--- src/sv/apr_pkg.sv ---
// Shared types, default sizes and the gamma threshold function for the pixel resolve block.
package apr_pkg;

	// Default sizes of the fixed-point data path
	localparam int unsigned APR_FRAC_BITS   = 16;
	localparam int unsigned APR_SUM_WIDTH   = 32;
	localparam int unsigned APR_COUNT_WIDTH = 16;

	// Color channels handled side by side
	localparam int unsigned NUM_CH = 3;
	localparam int unsigned CH_RED   = 0;
	localparam int unsigned CH_GREEN = 1;
	localparam int unsigned CH_BLUE  = 2;

	// Display code width and the number of levels it spans
	localparam int unsigned DISP_W     = 8;
	localparam int unsigned NUM_LEVELS = 1 << DISP_W;

	// One accumulated pixel
	typedef struct packed {
		logic [31:0] red_sum;
		logic [31:0] green_sum;
		logic [31:0] blue_sum;
		logic [15:0] sample_count;
	} pixel_t;

	// One resolved pixel
	typedef struct packed {
		logic [31:0] red_linear;
		logic [31:0] green_linear;
		logic [31:0] blue_linear;
		logic [7:0]  red_display;
		logic [7:0]  green_display;
		logic [7:0]  blue_display;
		logic        zero_count_error;
	} result_t;

	// Control that travels beside the data from cell to cell
	typedef struct packed {
		logic valid;
		logic zero_count;
	} ctl_t;

	// Smallest linear value L (frac fraction bits) that reaches display level k:
	// the least L with L^5 * 255^11 >= k^11 * 2^(5*frac). Evaluated at elaboration.
	function automatic logic [31:0] gamma_threshold(input int unsigned k, input int unsigned frac);
		logic [255:0] lhs;
		logic [255:0] rhs;
		logic [255:0] scale;
		logic [31:0]  lo;
		logic [31:0]  hi;
		logic [31:0]  mid;
		lhs = 256'd1;
		for (int i = 0; i < 11; i++) begin
			lhs = lhs * 256'(k);
		end
		lhs = lhs << (5 * frac);
		scale = 256'd1;
		for (int i = 0; i < 11; i++) begin
			scale = scale * 256'd255;
		end
		lo = 32'd0;
		hi = 32'd1 << frac;
		for (int it = 0; it < 32; it++) begin
			if (lo < hi) begin
				mid = (lo + hi) >> 1;
				rhs = scale;
				for (int j = 0; j < 5; j++) begin
					rhs = rhs * 256'(mid);
				end
				if (rhs >= lhs) begin
					hi = mid;
				end else begin
					lo = mid + 32'd1;
				end
			end
		end
		return lo;
	endfunction

endpackage

--- src/sv/apr_div_cell.sv ---
// One restoring division cell: produces one quotient bit per channel and hands on the rest.
module apr_div_cell import apr_pkg::*; #(
	parameter int unsigned SUM_WIDTH   = APR_SUM_WIDTH,
	parameter int unsigned COUNT_WIDTH = APR_COUNT_WIDTH
) (
	input  logic                                  clk,
	input  logic                                  arst_n,
	input  logic                                  adv,
	input  ctl_t                                  ctl,
	input  logic [COUNT_WIDTH-1:0]                divisor,
	input  logic [NUM_CH-1:0][COUNT_WIDTH-1:0]    rem,
	input  logic [NUM_CH-1:0][SUM_WIDTH-1:0]      dq,
	output ctl_t                                  ctl_q,
	output logic [COUNT_WIDTH-1:0]                divisor_q,
	output logic [NUM_CH-1:0][COUNT_WIDTH-1:0]    rem_q,
	output logic [NUM_CH-1:0][SUM_WIDTH-1:0]      dq_q
);

	logic [NUM_CH-1:0][COUNT_WIDTH:0]   trial;
	logic [NUM_CH-1:0][COUNT_WIDTH:0]   diff;
	logic [NUM_CH-1:0]                  fits;
	logic [NUM_CH-1:0][COUNT_WIDTH-1:0] rem_nxt;
	logic [NUM_CH-1:0][SUM_WIDTH-1:0]   dq_nxt;

	// Shift in the next dividend bit, subtract the divisor when it fits
	always_comb begin
		for (int c = 0; c < NUM_CH; c++) begin
			trial[c]   = {rem[c], dq[c][SUM_WIDTH-1]};
			diff[c]    = trial[c] - {1'b0, divisor};
			fits[c]    = trial[c] >= {1'b0, divisor};
			rem_nxt[c] = fits[c] ? diff[c][COUNT_WIDTH-1:0] : trial[c][COUNT_WIDTH-1:0];
			dq_nxt[c]  = {dq[c][SUM_WIDTH-2:0], fits[c]};
		end
	end

	// Advance control
	always_ff @(posedge clk or negedge arst_n) begin
		if (!arst_n) begin
			ctl_q <= '0;
		end else if (adv) begin
			ctl_q <= ctl;
		end
	end

	// Advance data
	always_ff @(posedge clk) begin
		if (adv) begin
			divisor_q <= divisor;
			rem_q     <= rem_nxt;
			dq_q      <= dq_nxt;
		end
	end

endmodule

--- config.mk ---
export PLATFORM = sky130hd
export DESIGN_NAME = apr_div_cell
export DESIGN_NICKNAME = d
export VERILOG_FILES = /design/src/sv/apr_pkg.sv /design/src/sv/apr_div_cell.sv
export SDC_FILE = /design/constraint.sdc
export NUM_CORES = 1
export LEC_CHECK = 0
export ABC_AREA = 1
export BUFFER_PORTS_ARGS = -buffer_cell sky130_fd_sc_hd__buf_2
export CORE_MARGIN = 1
export CORE_UTILIZATION = 46
export CTS_CLUSTER_SIZE = 8
export DETAILED_ROUTE_END_ITERATION = 16
export PLACE_DENSITY_LB_ADDON = 0.08
export SLEW_MARGIN = 40
export SYNTH_ARGS = -nofsm -noshare
export SYNTH_HDL_FRONTEND = slang
export SYNTH_SLANG_ARGS = --single-unit
--- constraint.sdc ---
create_clock -name clk -period 0.8 [get_ports clk]
set_input_delay 0.24 -clock clk [delete_from_list [all_inputs] [get_ports clk]]
set_output_delay 0.24 -clock clk [all_outputs]
set_load 0.005 [all_outputs]
==> flow_summary_export.csv <==
group,metric,value,unit
outcome,status,"finished with violations",
outcome,violations,"negative setup slack",
timing,clock_skew,0,ps
timing,layout_min_cycle_time,1780,ps
clocking,cts_tree,"yes",
synthesis,synthMuxAreaShare,0.249,%
power,power.total,26.7,mW
placement,post-dp-hpwl,22.0,mm
timing,drv_slew,0,
floorplanning,num_rows,50,
power,vdd_ir_drop_max,1.58,mV
final_layout,drive_gt1_share,48.8,%
clocking,htree_levels,4,
global_route,grt_max_degree,51,
global_route,grt_pass1_vias,9479,
timing,layout_setup_ws,-977,ps
drt,route.detailed.drc,0,
critical_path,path_max_fanout,8,
synthesis,yosys_warnings,0,
timing,worst_slew_pin_slew,357,ps
clocking,cts-root-buf,"clkbuf_16",
power,powerDensity,1710,mW/mm²
critical_path,ff2ff_path_depth,2,
placement,io_buffers,326,
clocking,cts.clk_slew.worst_paths,80,ps
final_layout,area_growth,72.2,%
power,power_leakage,7.62,nW
drt,via_count,9474,
timing,fmax,0.563,GHz
global_route,grt_pass1_wl,50.2,mm
flow_run,drv_cap,0,
drt,drtIter0Drc,565,
timing,relSlewSlack,76.2,%
floorplanning,core_area,0.0190,mm²
timing,rsz0062_at_grt,"yes",
synthesis,synth_area,0.00906,mm²
final_layout,final_nets,1828,
synthesis,ys_ff_latch,162,
synthesis,synth_area_per_cell,9.29,µm²
critical_path,crit_type,"in2reg",
synthesis,synth-compound-area-share,2.04,%
clocking,cts.sinks,162,
floorplanning,die_w,142,µm
placement,routabilityCongestion,0.886,
critical_path,arrival,2080,ps
synthesis,yosysUniqueCellTypes,31,
synthesis,synth_nets,1191,
global_route,antenna_found_initial,3,
synthesis,synth_simple_gate_area_share,27.0,%
timing,hold_violations,0,
floorplanning,fp.dieH,142,µm
global_route,grt_overflow,0,
clocking,clock_path_buffers,2,
drt,wl,34.9,mm
critical_path,end_kind,"flip-flop",
critical_path,crit_path_start_kind,"input pin",
drt,drt_first_pass_iters,5,
global_route,gr-usage-all-layers,33.4,%
timing,setup_viol,214,
synthesis,synth_xor_area_share,1.74,%
clocking,cts-buffers-inserted,17,
floorplanning,initial_utilization,47.6,%
synthesis,synth_top_family_by_area,"simple AND/OR/NAND/NOR gates",
drt,ant_nets,0,
clocking,clkLatencyLatePin,430,ps
placement,preCtsSetupSlack,-1340,ps
synthesis,ys_seq_area_share,53.6,%
timing,finalSetupTns,-109220,ps
hold_path,worstHoldPathType,"in2reg",
synthesis,synthAdderAreaFrac,7.29,%
timing,fin_crit_sh,222,%
drt,wire_per_inst,18.5,µm
drt,avgViaCountPerCell,5.02,
floorplanning,die_area,0.0203,mm²
critical_path,worstPathRequired,1110,ps
floorplanning,pin_count,327,
synthesis,syn_inst,975,
hold_path,hold_depth,1,
==> kinds of logic after synthesis <==
family | Yosys count
AOI/OAI and AO/OA | 34
xor gates and xnor gates | 18
adders and majority gates | 51
buffers and inverters | 175
DFF | 162
muxes | 2
and+or+nand+nor | 533
==> metal layers <==
layer / GRT usage (%) / part of all wire (%) / vias up / wire (µm)
li1: - / - / 4482 / -
met1: 36.9 / 37 / 4382 / 12800
met2: 58.7 / 50 / 484 / 17500
met3: 7.27 / 7.6 / 124 / 2650
met4: 20.5 / 5.5 / 2 / 1920
met5: 0 / 0.029 / - / 10
==> state kept, by name (all words and copies together), names as in the netlist <==
name / count
divisor_q: 16
dq_q: 96
ctl_q: 2
rem_q: 48
==> through the flow <==
stage / instances / utilization (%) / area (µm²) / hold slack (ps)
after CTS: 1875 / 79.5 / 15100 / 2.46
after global placement: 1708 / 65.8 / 12500 / 25.7
after detailed placement: 1708 / 65.8 / 12500 / 26.9
after global routing: 1887 / 82.0 / 15600 / 9.69
final: 1887 / 82.0 / 15600 / 3.60
after floorplan: 975 / - / 9340 / -55.6
==> cell usage after synthesis (all sizes together) <==
master,number,share of area [%]
a21oi,28,1.5
fa,3,0.66
nor2,33,1.9
inv,164,6.8
nand3,87,5.0
nor3,9,0.68
o21a,3,0.25
dfrtp,2,0.55
ha,48,6.6
o21bai,3,0.25
buf,11,1.3
nor3b,2,0.41
xor2,15,1.5
nand2,380,17
nand3b,6,0.50
or2,1,0.097
edfxtp,160,53
mux2,2,0.25
nand4,13,0.90
xnor2,3,0.29
and2,2,0.14
==> placed cells by master, fill, tap and decap left out, drive strengths merged, types with 3 or more instances in the layout <==
master,count
nor3,9
xor2,15
nand2,384
o21bai,3
nand3b,6
inv,165
o21a,3
nand3,87
clkinvlp,8
nand4,13
edfxtp,160
fa,3
buf,519
xnor2,3
a21oi,28
ha,48
clkinv,6
clkbuf,18
dlygate4sd3,105
nor2,33
==> cell type report <==
| cell class | count | area, µm² |
|---|---|---|
| fillers | 1191 | 3420 |
| clock buffers | 17 | 425 |
| clock inverters | 15 | 160 |
| repair buffers | 625 | 4660 |
| multi-input cells | 642 | 4520 |
| inverters | 164 | 644 |
| well taps | 260 | 325 |
| diodes | 2 | 5.00 |
| flip-flops and latches | 162 | 4850 |
==> where the power goes <==
group / internal, mW / total, mW / switching, mW
registers: 10.3 / 10.6 / 0.261
logic: 3.86 / 7.88 / 4.03
clock network: 4.19 / 8.25 / 4.06
total: 18.4 / 26.7 / 8.35
==> what timing repair did <==
action,4_1_cts,5_1_grt
hold buffers,105,0
gates cloned,7,1
setup endpoints to repair,213,214
hold endpoints to repair,106,0
buffers inserted,23,9
pin swaps,23,34
resized for setup,129,93
==> path summary, 6_finish.rpt <==
check,start,to,slack [ps]
worst max-delay path,divisor[4],rem_q[42]$_DFFE_PP_,-980
worst min register to register,ctl_q[0]$_DFFE_PN0P_,ctl_q[0]$_DFFE_PN0P_,570
max in group asynchronous,arst_n,ctl_q[1]$_DFFE_PN0P_,570
worst max register to register,ctl_q[1]$_DFFE_PN0P_,ctl_q[1]$_DFFE_PN0P_,-80
min in group asynchronous,arst_n,ctl_q[0]$_DFFE_PN0P_,130
worst min-delay path,divisor[3],divisor_q[3]$_DFFE_PP_,4
==> worst max-delay path: stages <==
cell	delay [ps]
buf_8	70
clkinvlp_4	210
ha_4	380
nand2_2	50
inv_2	60
nand2_2	70
nor2_2	170
nand3b_1	140
nand2_2	120
nor2_4	50
buf_12	130
buf_8	130
nand2_8	120
nand2_2	60
nand2_1	60
Note: power is estimated with default switching activity, not from simulation.
